**src/hw/rtl/assert_macros.svh**
```systemverilog
// Assertion macros shared by the RTL; empty when SYNTHESIS is defined.
`ifndef ASSERT_MACROS_SVH
`define ASSERT_MACROS_SVH
`ifndef SYNTHESIS
`define ASSERT_CLK(lbl, ck, rs, prop) \
  lbl: assert property (@(posedge ck) disable iff (rs) (prop)) \
    else $error("assertion failed");
`define ASSERT_NEVER(lbl, ck, rs, cond) \
  lbl: assert property (@(posedge ck) disable iff (rs) !(cond)) \
    else $error("forbidden condition seen");
`else
`define ASSERT_CLK(lbl, ck, rs, prop)
`define ASSERT_NEVER(lbl, ck, rs, cond)
`endif
`endif

```
**src/hw/rtl/lru_pkg.sv**
```systemverilog
// Shared types and constants for the LRU key/value cache.
package lru_pkg;

  localparam int ENTRIES_DEF = 16;
  localparam int KEY_W       = 32;
  localparam int VAL_W       = 32;
  localparam int CAP_W       = 5;
  localparam int CAP_RESET   = 16;

  typedef enum logic [1:0] {
    ST_IDLE,
    ST_MATCH,
    ST_UPDATE
  } state_t;

  typedef enum logic {
    OP_GET = 1'b0,
    OP_PUT = 1'b1
  } op_t;

  // One key/value pair as held in a cell and handed down the chain.
  typedef struct packed {
    logic             valid;
    logic [KEY_W-1:0] key;
    logic [VAL_W-1:0] value;
  } entry_t;

endpackage

```
**src/hw/rtl/lru_key_value_cache.sv**
```systemverilog
// Top level: fully associative LRU key/value cache built as a chain of recency cells.
// The result strobe (done) is registered from the update state, which follows the compare state.
// A new transaction is accepted only in the idle state; busy covers the compare and update states.
// The compare state checks the key in every cell; the update state shifts the chain and writes the front.
// Synchronous active-high rst empties the cache and sets capacity to min(16, ENTRIES).
// The receiver cannot stall: done is high for one cycle only; hit and read_value hold until the next result.
`include "assert_macros.svh"
module lru_key_value_cache
  import lru_pkg::*;
#(
  parameter int ENTRIES = ENTRIES_DEF
) (
  input  logic                    clk,
  input  logic                    rst,
  input  logic                    start,
  output logic                    busy,
  input  logic                    operation,
  input  logic signed [KEY_W-1:0] lookup_key,
  input  logic signed [VAL_W-1:0] write_value,
  input  logic                    cfg_valid,
  output logic                    cfg_ready,
  input  logic [CAP_W-1:0]        capacity_in_use,
  output logic                    done,
  output logic                    hit,
  output logic signed [VAL_W-1:0] read_value
);

  localparam int CW   = $clog2(ENTRIES + 1);
  localparam int IW   = (ENTRIES > 1) ? $clog2(ENTRIES) : 1;
  localparam int CMPW = ((CW > CAP_W) ? CW : CAP_W) + 1;
  localparam int CAP_RST = (ENTRIES < CAP_RESET) ? ENTRIES : CAP_RESET;

  state_t            state, state_next;
  logic [CAP_W-1:0]  cap;
  logic [CW-1:0]     count;
  logic              op_r;
  logic [KEY_W-1:0]  key_r;
  logic [VAL_W-1:0]  val_r;

  // registered decisions from the compare cycle
  logic              hit_r;
  logic [VAL_W-1:0]  hit_val_r;
  logic              load_any_r;
  logic [IW-1:0]     lim_r;
  logic              grow_r;

  entry_t            cells   [ENTRIES];
  logic [ENTRIES-1:0] match;
  logic [ENTRIES-1:0] valid_vec;
  logic [ENTRIES-1:0] load;
  entry_t            front;

  logic              hit_c;
  logic [IW-1:0]     pos_c;
  logic [VAL_W-1:0]  hit_val_c;
  logic              evict_c;
  logic              accept;

  assign cfg_ready = 1'b1;
  assign accept    = start && !busy;

  always_ff @(posedge clk) begin
    if (rst) begin
      cap <= CAP_W'(CAP_RST);
    end else if (cfg_valid && cfg_ready) begin
      if (int'(capacity_in_use) > ENTRIES) begin
        cap <= CAP_W'(ENTRIES);
      end else begin
        cap <= capacity_in_use;
      end
    end
  end

  always_ff @(posedge clk) begin
    if (rst) begin
      state <= ST_IDLE;
    end else begin
      state <= state_next;
    end
  end

  always_comb begin
    state_next = state;
    busy       = 1'b1;
    case (state)
      ST_IDLE: begin
        busy = 1'b0;
        if (start) begin
          state_next = ST_MATCH;
        end
      end
      ST_MATCH:  state_next = ST_UPDATE;
      ST_UPDATE: state_next = ST_IDLE;
      default:   state_next = ST_IDLE;
    endcase
  end

  always_ff @(posedge clk) begin
    if (accept) begin
      op_r  <= operation;
      key_r <= lookup_key;
      val_r <= write_value;
    end
  end

  // Front of the chain: the entry that becomes most recent.
  always_comb begin
    front.valid = 1'b1;
    front.key   = key_r;
    front.value = (op_r == OP_PUT) ? val_r : hit_val_r;
  end

  for (genvar i = 0; i < ENTRIES; i++) begin : g_cell
    assign load[i] = (state == ST_UPDATE) && load_any_r && (IW'(i) <= lim_r);
    assign valid_vec[i] = cells[i].valid;
    if (i == 0) begin : g_head
      lru_cell u_cell (
        .clk        (clk),
        .rst        (rst),
        .load       (load[i]),
        .prev_entry (front),
        .cmp_key    (key_r),
        .entry      (cells[i]),
        .match      (match[i])
      );
    end else begin : g_body
      lru_cell u_cell (
        .clk        (clk),
        .rst        (rst),
        .load       (load[i]),
        .prev_entry (cells[i-1]),
        .cmp_key    (key_r),
        .entry      (cells[i]),
        .match      (match[i])
      );
    end
  end

  // At most one cell matches, so the encode and the value gather are plain ORs.
  always_comb begin
    hit_c     = |match;
    pos_c     = '0;
    hit_val_c = '0;
    for (int i = 0; i < ENTRIES; i++) begin
      if (match[i]) begin
        pos_c     = pos_c | IW'(i);
        hit_val_c = hit_val_c | cells[i].value;
      end
    end
    evict_c = ((CMPW'(count) + CMPW'(1)) > CMPW'(cap)) || (count == CW'(ENTRIES));
  end

  always_ff @(posedge clk) begin
    if (state == ST_MATCH) begin
      hit_r     <= hit_c;
      hit_val_r <= hit_val_c;
      if (hit_c) begin
        load_any_r <= 1'b1;
        lim_r      <= pos_c;
        grow_r     <= 1'b0;
      end else if (op_r == OP_PUT) begin
        // new key: shift the occupied run down, dropping the LRU entry on eviction
        load_any_r <= !(evict_c && (count == '0));
        lim_r      <= evict_c ? IW'(count - CW'(1)) : IW'(count);
        grow_r     <= !evict_c;
      end else begin
        load_any_r <= 1'b0;
        lim_r      <= '0;
        grow_r     <= 1'b0;
      end
    end
  end

  always_ff @(posedge clk) begin
    if (rst) begin
      count <= '0;
    end else if ((state == ST_UPDATE) && grow_r) begin
      count <= count + CW'(1);
    end
  end

  always_ff @(posedge clk) begin
    if (rst) begin
      done <= 1'b0;
    end else begin
      done <= (state == ST_UPDATE);
    end
  end

  always_ff @(posedge clk) begin
    if (state == ST_UPDATE) begin
      hit <= hit_r;
      if (op_r == OP_PUT) begin
        read_value <= '0;
      end else if (hit_r) begin
        read_value <= hit_val_r;
      end else begin
        read_value <= '1;
      end
    end
  end

  `ASSERT_CLK(a_match_unique, clk, rst, $onehot0(match))
  `ASSERT_CLK(a_valid_matches_count, clk, rst, $countones(valid_vec) == int'(count))
  `ASSERT_CLK(a_done_after_update, clk, rst, done |-> $past(state == ST_UPDATE))
  `ASSERT_NEVER(a_count_bound, clk, rst, int'(count) > ENTRIES)

endmodule

```
**src/hw/rtl/lru_cell.sv**
```systemverilog
// One recency slot: holds an entry, compares it with the key, loads from its neighbour.
module lru_cell
  import lru_pkg::*;
(
  input  logic             clk,
  input  logic             rst,
  input  logic             load,
  input  entry_t           prev_entry,
  input  logic [KEY_W-1:0] cmp_key,
  output entry_t           entry,
  output logic             match
);

  always_ff @(posedge clk) begin
    if (load) begin
      entry.key   <= prev_entry.key;
      entry.value <= prev_entry.value;
    end
    if (rst) begin
      entry.valid <= 1'b0;
    end else if (load) begin
      entry.valid <= prev_entry.valid;
    end
  end

  assign match = entry.valid && (entry.key == cmp_key);

endmodule
```
**config.mk**
```make
export PLATFORM = sky130hd
export DESIGN_NAME = lru_key_value_cache
export DESIGN_NICKNAME = d
export VERILOG_FILES = /design/src/hw/rtl/lru_pkg.sv /design/src/hw/rtl/lru_key_value_cache.sv /design/src/hw/rtl/lru_cell.sv
export VERILOG_INCLUDE_DIRS = /design/src /design/src/hw/rtl
export SDC_FILE = /design/constraint.sdc
export NUM_CORES = 1
export LEC_CHECK = 0
export ABC_AREA = 1
export ABC_CLOCK_PERIOD_IN_PS = 15800
export BUFFER_PORTS_ARGS = -buffer_cell sky130_fd_sc_hd__buf_2
export CORE_ASPECT_RATIO = 0.9
export CORE_UTILIZATION = 40
export CTS_BUF_LIST = sky130_fd_sc_hd__clkbuf_8
export CTS_CLUSTER_SIZE = 16
export DETAILED_ROUTE_END_ITERATION = 8
export MAX_ROUTING_LAYER = met4
export PLACE_DENSITY_LB_ADDON = 0.12
export RECOVER_POWER = 100
export REMOVE_ABC_BUFFERS = 1
export SETUP_SLACK_MARGIN = 0.4
export SLEW_MARGIN = 20
export SYNTH_ARGS = -nofsm -noshare
export SYNTH_HDL_FRONTEND = slang
export SYNTH_SLANG_ARGS = --single-unit
```
**constraint.sdc**
```tcl
create_clock -name clk -period 15.8 [get_ports clk]
set_clock_uncertainty 0.05 [all_clocks]
set_input_delay 2.37 -clock clk [delete_from_list [all_inputs] [get_ports clk]]
set_output_delay 2.37 -clock clk [all_outputs]
set_load 0.005 [all_outputs]
```
Yosys cells after proc, flatten, opt, wreduce, memory -nomap -nowiden
Index checks and enable logic that the tools add are counted.
{"block": "word_totals", "elab_cells": 203, "register_bits": 1190}
{"block": "classes", "mux": 41, "order_cmp": 18, "n_addsub": 3, "n_reduce_logical": 43, "bitwise": 16, "eq_ne": 20}
{"op": "2-to-1 mux 32 bit", "n": 18}
{"op": "equality test 32 bit", "n": 16}
{"op": "bitwise OR 32 bit", "n": 15}
{"op": "2-to-1 mux 4 bit", "n": 11}
{"op": "logical AND 1 bit", "n": 36}
{"op": "<= comparator 4 bit (first input constant)", "n": 8}
{"op": "OR reduction 17 bit", "n": 1}
{"op": "<= comparator 3 x 4 -> 1 bit (first input constant)", "n": 4}
{"op": "OR reduction 16 bit", "n": 1}
{"op": "2-to-1 mux 3 bit", "n": 4}
{"op": "<= comparator 1 x 4 -> 1 bit (first input constant)", "n": 2}
{"op": "<= comparator 2 x 4 -> 1 bit (first input constant)", "n": 2}
{"op": "adder 5 x 1 -> 6 bit (second input constant)", "n": 1}
{"op": "> comparator 6 x 5 -> 1 bit", "n": 1}
{"op": "2-to-1 mux 2 bit", "n": 3}
{"op": "adder 5 x 1 -> 5 bit (second input constant)", "n": 1}
{"op": "equality test 5 bit (second input constant)", "n": 1}
{"op": "> comparator 5 bit (second input constant)", "n": 1}
{"op": "zero test 5 bit", "n": 1}
{"op": "2-to-1 mux 5 bit", "n": 1}
{"op": "case mux 2 bit (2 select lines)", "n": 1}
{"op": "subtractor 4 x 1 -> 4 bit (second input constant)", "n": 1}
{"op": "2-to-1 mux 1 bit", "n": 3}
{"op": "equality test 2 x 1 -> 1 bit (second input constant)", "n": 1}
{"op": "6 further kinds", "n": 7}

Longest topological paths before layout
Gate-level depths: netlist (run 1).
{"block": "depth", "depth_word": 33, "mapped_depth": 17}

Modules after synthesis
From an unflattened synthesis (run 1), not the netlist that was laid out.
{"block": "hier_totals", "hier_cells": 4405, "area_unflattened_um2": 49587.6}
{"mod": "lru_cell", "cells_each": 208, "n_inst": 16, "area_per_inst_um2": 2541.2}
{"mod": "lru_key_value_cache", "cells_each": 1077, "n_inst": 1, "area_per_inst_um2": 8928.6}

Worst setup path before layout (run 1)
OpenSTA, ideal clock, no wires.
{"block": "synth_timing", "path_type": "flip-flop to flip-flop", "startpoint": "register state[1]", "endpoint": "register g_cell[14].g_body.u_cell.entry[0] (netlist name) (enable)", "arrival_time_ns": 11.674, "path_stages_with_launch": 9, "slack_ns": 3.589, "t_required_ns": 15.263, "synth_period_minus_slack_ns": 12.211, "setup_time_ns": 0.487, "path_cell_list": "dfxtp_1 inv_1 nor2_1 nand2_1 nor2_1 inv_1 nor2_1 inv_1 nor2_1"}
{"block": "synth_between", "elab_chain_len": 3}
{"item": "start: declaration", "line": "lru_key_value_cache.sv:33", "rtl": "state_t state, state_next;"}
{"item": "start signal: assignment", "line": "lru_key_value_cache.sv:78", "rtl": "state <= state_next;"}
{"item": "equality test 2 bit", "line": "lru_key_value_cache.sv:114", "rtl": "assign load[i] = (state == ST_UPDATE) && load_any_r && (IW'(i) <= lim_r);"}
{"item": "logical AND 1 bit (2 in series)", "line": "lru_key_value_cache.sv:114"}
{"item": "via g_cell[14].g_body.u_cell.load", "line": "lru_cell.sv:7", "rtl": "input logic load,"}
{"item": "end: declaration", "line": "lru_cell.sv:10", "rtl": "output entry_t entry,"}
The timed path passes the listed nets, and every way through them passes these cells.
A chain may end at the register's enable or synchronous reset.

Final worst setup path (run 1)
{"block": "layout_timing", "startpoint": "register state[1]", "endpoint": "register g_cell[9].g_body.u_cell.entry[64] (netlist name)"}
{"block": "layout_between", "elab_chain_len": 3}
{"item": "equality test 2 bit", "line": "lru_key_value_cache.sv:114"}
{"item": "logical AND 1 bit (2 in series)", "line": "lru_key_value_cache.sv:114"}
{"item": "via g_cell[9].g_body.u_cell.load", "line": "lru_cell.sv:7"}
{"item": "end: declaration", "line": "lru_cell.sv:10"}
The timed path passes the listed nets, and every way through them passes these cells.

==> metrics.csv, run 1 <==
metric;value;unit
result of the run;finished, violations left;
violated checks;capacitance limit, slew limit;
max capacitance violation total;38;
worst stage delay on the critical path;3130;ps
sum of routed wire length over all layers;144;mm
via count of the first global-routing pass;30200;
Slew Limit Headroom;-2.13;
clock slew at the register clock pins of the worst setup and hold paths;60;ps
largest net degree at the start of global routing;74;
die height;331;um
worst-case reg-to-reg path depth;10;
cell area power density;116;nW/um^2
total core area;119000;sq um
GRT overflow;0;
wire length on met2;65.8;mm
pins over their slew limit;1275;
mean post-synth cell area;12.4;sq um
maximum number of buffers from clock root to sink;3;
detailed placer's ending HPWL;92.8;mm
distinct cell type count after synthesis;40;
Worst Hold Depth;0;
routed via count divided by cell count;5.23;
number of clock sinks;1190;
critical path class;flop to flop;
destination of the worst hold path;g_cell[9].g_body.u_cell.entry[28]$_DFFE_PP_;
share of the clock period used by the worst path;0.626;
boundary pin count;110;
leading area contributor after synthesis;sky130_fd_sc_hd__edfxtp_1;
Max Fclk;101;MHz
Routability Congestion;0.916;
Die ar.;122000;sq um
YS warnings;0;
final routed DRC violation total;0;
count of flip-flops with a built-in enable after synthesis;1161;
clock insertion delay at the later pin of the skew report;890;ps
topmost layer with routed signal wires;met4;
hold_buf cts;0;
endpoint required time on the critical path;16500;ps
area share of the largest cell type after synthesis;0.723;
count of buffers added by post-CTS timing repair for setup;0;
number of CTS-inserted buffers;194;
final design area excluding fillers;53700;sq um
Post-CTS Resized;0;
startpoint type of the worst setup path;flop;
number of buffers inserted by port buffering;108;
final total power;0.00621;W
critical register-to-register path startpoint;state[1]$_SDFFE_PP0P_;
standard cell area after detailed placement;50500;sq um
cell at the root of the clock tree;sky130_fd_sc_hd__clkbuf_8;
Most used DFF post-synth;sky130_fd_sc_hd__edfxtp_1;
CTS tree;done;
number of antenna violations at the first check in global routing;9;
setup TNS;0;ps
via count;30700;
synthesized instance count;3902;
Post-Synthesis Cell Area;48200;sq um
first-pass iteration count of the detailed router;8;
post-synthesis async set-or-reset flop share;0;
Max H-tree Level;4;
Final setup violation count;0;
capture point of the worst reg-to-reg path;g_cell[9].g_body.u_cell.entry[64]$_SDFFE_PP0P_;
die width;368;um
Post-DRT Antenna Nets;0;
Area Growth Syn to Fin;11.4;%
CP endpoint kind;flop;
class of the worst hold path;flop to flop;
met1 layer wirelength in the final routing;64.3;mm
Pleak;19.1;nW
top cells by count, synth;sky130_fd_sc_hd__edfxtp_1, sky130_fd_sc_hd__nand2_1, sky130_fd_sc_hd__nor2_1;
Slew @ Worst Pin;4690;ps
net count reported at finish;4211;
Final Core Density;0.451;
slowest stage cell on the critical path;sky130_fd_sc_hd__clkbuf_1;
setup slack of the most critical reg-to-reg path;5910;ps
Period minus WS final;9890;ps
iteration-0 DRC count of the detailed router;3211;
fraction of layout instances using a drive strength above 1;0.0931;
worst hold start;g_cell[8].g_body.u_cell.entry[28]$_DFFE_PP_;
starting density of the core;0.404;
first-pass GRT wire length;207;mm
total routing resource utilization after global routing;0.242;
RSZ-0062 raised after global routing;no;
share of synthesized area occupied by flip-flops and latches;0.735;
IR Drop Worst-Case VDD;0.0000742;V
# rows;120;
final-layout worst hold slack;374;ps
worst endpoint data arrival time;10580;ps
detailed route wirelength on metal3;9.94;mm
flip-flop and latch count after synthesis;1190;
Synth area leaders;sky130_fd_sc_hd__edfxtp_1, sky130_fd_sc_hd__nand2_1, sky130_fd_sc_hd__o21ai_0;
library cell with the highest instance count after synthesis;sky130_fd_sc_hd__edfxtp_1;
number of inserted filler cells in the final layout;11000;
highest fanout seen on the critical path;66;
routed wire length per instance;24.5;um
worst-path cell chain;inv_1, nor2_4, clkbuf_1, nand2_1, nor2_1, inv_1, a21oi_4, clkbuf_1, o21ai_0, a21oi_1;
count of final hold-check violations;0;
==> cells by family after synthesis <==
group / after synthesis / share of synthesized area
and+or+nand+nor: 1765 / 0.152
DFF: 1190 / 0.735
buffers and inverters: 386 / 0.0378
AOI/OAI and AO/OA: 379 / 0.0414
xor gates and xnor gates: 173 / 0.0314
adders and majority gates: 8 / 0.00208
other: 1 / 0.0000778
==> routing by layer <==
metal,track usage,vias up
met1,0.337,15100
met5,-,-
met2,0.367,1266
met4,0.0724,0
li1,-,14000
met3,0.0369,272
==> where the power goes <==
group | switching [W] | internal [W] | total, W
Clock | 0.00124 | 0.00122 | 0.00246
Sequential | 0.0000291 | 0.00348 | 0.00351
Combinational | 0.000180 | 0.0000622 | 0.000243
==> worst max-delay path by stage <==
stage | start | to | slack (ps) | cells after the start
6_report | state[1]$_SDFFE_PP0P_ | g_cell[9].g_body.u_cell.entry[64]$_SDFFE_PP0P_ | 5910 | 10
5_1_grt | state[1]$_SDFFE_PP0P_ | g_cell[9].g_body.u_cell.entry[64]$_SDFFE_PP0P_ | 5440 | 10
4_1_cts | state[1]$_SDFFE_PP0P_ | g_cell[11].g_body.u_cell.entry[47]$_DFFE_PP_ | 10950 | 8
3_5_place_dp | state[1]$_SDFFE_PP0P_ | g_cell[11].g_body.u_cell.entry[61]$_DFFE_PP_ | 11010 | 8
3_3_place_gp | state[1]$_SDFFE_PP0P_ | g_cell[11].g_body.u_cell.entry[64]$_SDFFE_PP0P_ | 11020 | 10
2_1_floorplan | state[1]$_SDFFE_PP0P_ | g_cell[14].g_body.u_cell.entry[0]$_DFFE_PP_ | 3590 | 8
==> flip-flops by register name, summed over array words and instances (netlist names) <==
name	count
cap	5
done	1
hit	1
lim_r	4
key_r	32
load_any_r	1
state	2
read_value	32
hit_r	1
g_cell.g_body.u_cell.entry	975
g_cell.g_head.u_cell.entry	65
count	5
val_r	32
hit_val_r	32
grow_r	1
op_r	1
==> area by class of cell <==
type,count,area [sq um],area share
clock buffer,207,2850,0.0530
antenna,3,7.51,0.000140
multi-input combinational,2326,11000,0.205
tap,1586,1980,0.0369
clock inverter,148,652,0.0121
inverter,244,928,0.0173
timing repair buffer,173,838,0.0156
sequential,1190,35400,0.660
==> layout by cell type (no fill, tap or decap), drive strengths merged, types with 41 or more instances in the layout <==
cell    synthesis  routed
nand2        1127    1127
nand4         131     131
buf           126     107
clkbuf         16     273
edfxtp       1161    1161
inv           244     313
nand3         123     123
a21oi          67      67
nor2          321     321
xor2           88      88
nor3           41      41
xnor2          85      85
clkinv          0      66
o21ai         258     258
==> worst max-delay path, delay by kind of cell (launching register included) <==
| kind | cells | cell delay, ps |
|---|---|---|
| AOI/OAI and AO/OA | 3 | 740 |
| buffers and inverters | 4 | 5960 |
| DFF | 1 | 390 |
| and+or+nand+nor | 3 | 2590 |
==> stage by stage <==
step	std cells	setup slack (ps)
finish	5877	5910
global route	5877	5440
CTS	5874	10950
detailed placement	5519	11010
global placement	5517	11020
floorplan	3760	3590
Note: power is estimated with default switching activity, not from simulation.
==> inputs of run 2 (changes only) <==
Settings changed: ABC_CLOCK_PERIOD_IN_PS 15800 to 8450.
Clock period 15.8 ns to 8.45 ns, I/O delays scaled along.
==> run 2 against run 1 <==
Register-to-register slack lost 3900 ps. Clock power increased by 86%. Sequential cell count unchanged. The flow still finishes with violations (capacitance limit, slew limit). Critical path type unchanged. Routed wire length shrank 0.92%. Largest cell class unchanged.
==> metrics.csv, run 2 (synthesized netlist as in run 1, its figures left out) <==
metric;value;unit;change
largest registers;g_cell.g_body.u_cell.entry: 975 flops, g_cell.g_head.u_cell.entry: 65 flops;;
number of CTS-inserted buffers;196;;+1.0%
endpoint required time on the critical path;8910;ps;-7590 ps
result of the run;finished, violations left;;
maximum number of buffers from clock root to sink;3;;unchanged
flip-flop count of the largest register after layout;975;;unchanged
clock insertion delay at the later pin of the skew report;880;ps;about the same
sum of routed wire length over all layers;143;mm;-0.92%
startpoint type of the worst setup path;flop;;
standard cell area after detailed placement;50500;sq um;about the same
IR Drop Worst-Case VDD;0.000139;V;+87%
setup ws final;1990;ps;-3920 ps
Max H-tree Level;4;;unchanged
pins over their slew limit;910;;-29%
starting density of the core;0.404;;unchanged
count of buffers added by post-CTS timing repair for setup;0;;unchanged
number of buffers inserted by port buffering;108;;unchanged
commonest non-fill, non-tap cells in the layout;sky130_fd_sc_hd__edfxtp_1, sky130_fd_sc_hd__nand2_1, sky130_fd_sc_hd__nor2_1, sky130_fd_sc_hd__inv_1, sky130_fd_sc_hd__o21ai_0;;
count of final hold-check violations;0;;unchanged
first-pass GRT wire length;206;mm;-0.36%
class of the worst hold path;flop to flop;;
Final setup violation count;0;;unchanged
iteration-0 DRC count of the detailed router;2964;;-7.7%
Die ar.;122000;sq um;unchanged
# rows;120;;unchanged
worst setup slack before clock tree synthesis;3590;ps;-7410 ps
Period minus WS final;6460;ps;-3430 ps
commonest non-fill, non-tap cell in the layout;sky130_fd_sc_hd__edfxtp_1;;
die height;331;um;unchanged
detailed placer's ending HPWL;92.4;mm;-0.51%
final design area excluding fillers;53700;sq um;about the same
final routed DRC violation total;0;;unchanged
cell count after placement;5516;;-0.054%
number of antenna violations at the first check in global routing;7;;-2
via count;30500;;-0.66%
CP endpoint kind;flop;;
Pleak;19.1;nW;about the same
setup TNS;0;ps;unchanged
critical path class;flop to flop;;
cell at the root of the clock tree;sky130_fd_sc_hd__clkbuf_8;;
hold_buf cts;0;;unchanged
Slew @ Worst Pin;4390;ps;-302 ps
max capacitance violation total;31;;-18%
number of clock sinks;1190;;unchanged
Layout Cells excl Fill;5869;;-0.14%
clock slew at the register clock pins of the worst setup and hold paths;60;ps;about the same
Area Growth Syn to Fin;11.4;%;about the same
fraction of layout instances using a drive strength above 1;0.0953;;+0.00228
Routability Congestion;0.921;;+0.63%
boundary pin count;110;;unchanged
highest fanout seen on the critical path;42;;-36%
largest register by flop count;g_cell.g_body.u_cell.entry;;
largest net degree at the start of global routing;74;;unchanged
Post-DRT Antenna Nets;0;;unchanged
routed via count divided by cell count;5.20;;-0.53%
violated checks;capacitance limit, slew limit;;
cell area power density;216;nW/um^2;+86%
total routing resource utilization after global routing;0.240;;-0.00166
RSZ-0062 raised after global routing;no;;
total core area;119000;sq um;unchanged
Post-CTS Resized;0;;unchanged
Max Fclk;155;MHz;+53%
share of the clock period used by the worst path;0.764;;+0.139
CTS tree;done;;
GRT overflow;0;;unchanged
net count reported at finish;4210;;-0.024%
Slew Limit Headroom;-1.92;;+0.201
routed wire length per instance;24.3;um;-0.78%
first-pass iteration count of the detailed router;6;;-2
worst endpoint data arrival time;6920;ps;-3660 ps
via count of the first global-routing pass;30400;;+0.50%
Final Core Density;0.450;;about the same
die width;368;um;unchanged
[run 2: cell count changes in the layout (fill, tap and decap cells not counted), moves of 2 or more]
cell                         delta
sky130_fd_sc_hd__inv_1          -3
sky130_fd_sc_hd__clkbuf_1      -11
sky130_fd_sc_hd__clkinvlp_4     +2
sky130_fd_sc_hd__buf_4          +7
[run 2: cell type report]
cell class,count,area (sq um)
flip-flops and latches,1190,35400
clock inverters,144,614
diodes,3,7.51
well taps,1586,1980
repair buffers,170,855
multi-input cells,2326,11000
clock buffers,206,2840
fillers,11100,65500
inverters,244,928
[run 2: final timing paths]
path	startpoint	depth (start not counted)	slack [ps]	endpoint
setup / recovery	state[1]$_SDFFE_PP0P_	8	1990	g_cell[1].g_body.u_cell.entry[61]$_DFFE_PP_
setup reg to reg	state[1]$_SDFFE_PP0P_	8	1990	g_cell[1].g_body.u_cell.entry[61]$_DFFE_PP_
hold / removal	g_cell[10].g_body.u_cell.entry[23]$_DFFE_PP_	0	380	g_cell[11].g_body.u_cell.entry[23]$_DFFE_PP_
hold reg to reg	g_cell[10].g_body.u_cell.entry[23]$_DFFE_PP_	0	380	g_cell[11].g_body.u_cell.entry[23]$_DFFE_PP_
[run 2: routing by layer]
metal  GRT usage  vias to the layer above  wire length (um)
met5           -                        -                 0
met4      0.0755                        0              3940
met3      0.0404                      259              9900
met2       0.366                     1180             65300
met1       0.329                    15000             63400
li1            -                    14000                 -
[run 2: stage by stage]
stage	total power [W]	hold slack [ps]
final	0.0116	377
after global routing	0.0120	390
after CTS	0.0117	376
after detailed placement	0.00713	382
after global placement	0.00713	378
after floorplan	0.00690	371
[run 2: power breakdown]
group          switching [W]  internal [W]
clock                0.00233       0.00224
combinational       0.000334      0.000117
sequential         0.0000542       0.00650
[run 2: critical path: stages (launching register included)]
cell and delay (ps):
sky130_fd_sc_hd__dfxtp_1 320, sky130_fd_sc_hd__inv_1 130, sky130_fd_sc_hd__nor2_4 30, sky130_fd_sc_hd__buf_4 320, sky130_fd_sc_hd__nand2_1 280, sky130_fd_sc_hd__clkinvlp_2 1570, sky130_fd_sc_hd__o21ai_0 770, sky130_fd_sc_hd__clkinvlp_2 1650
sky130_fd_sc_hd__buf_4 890
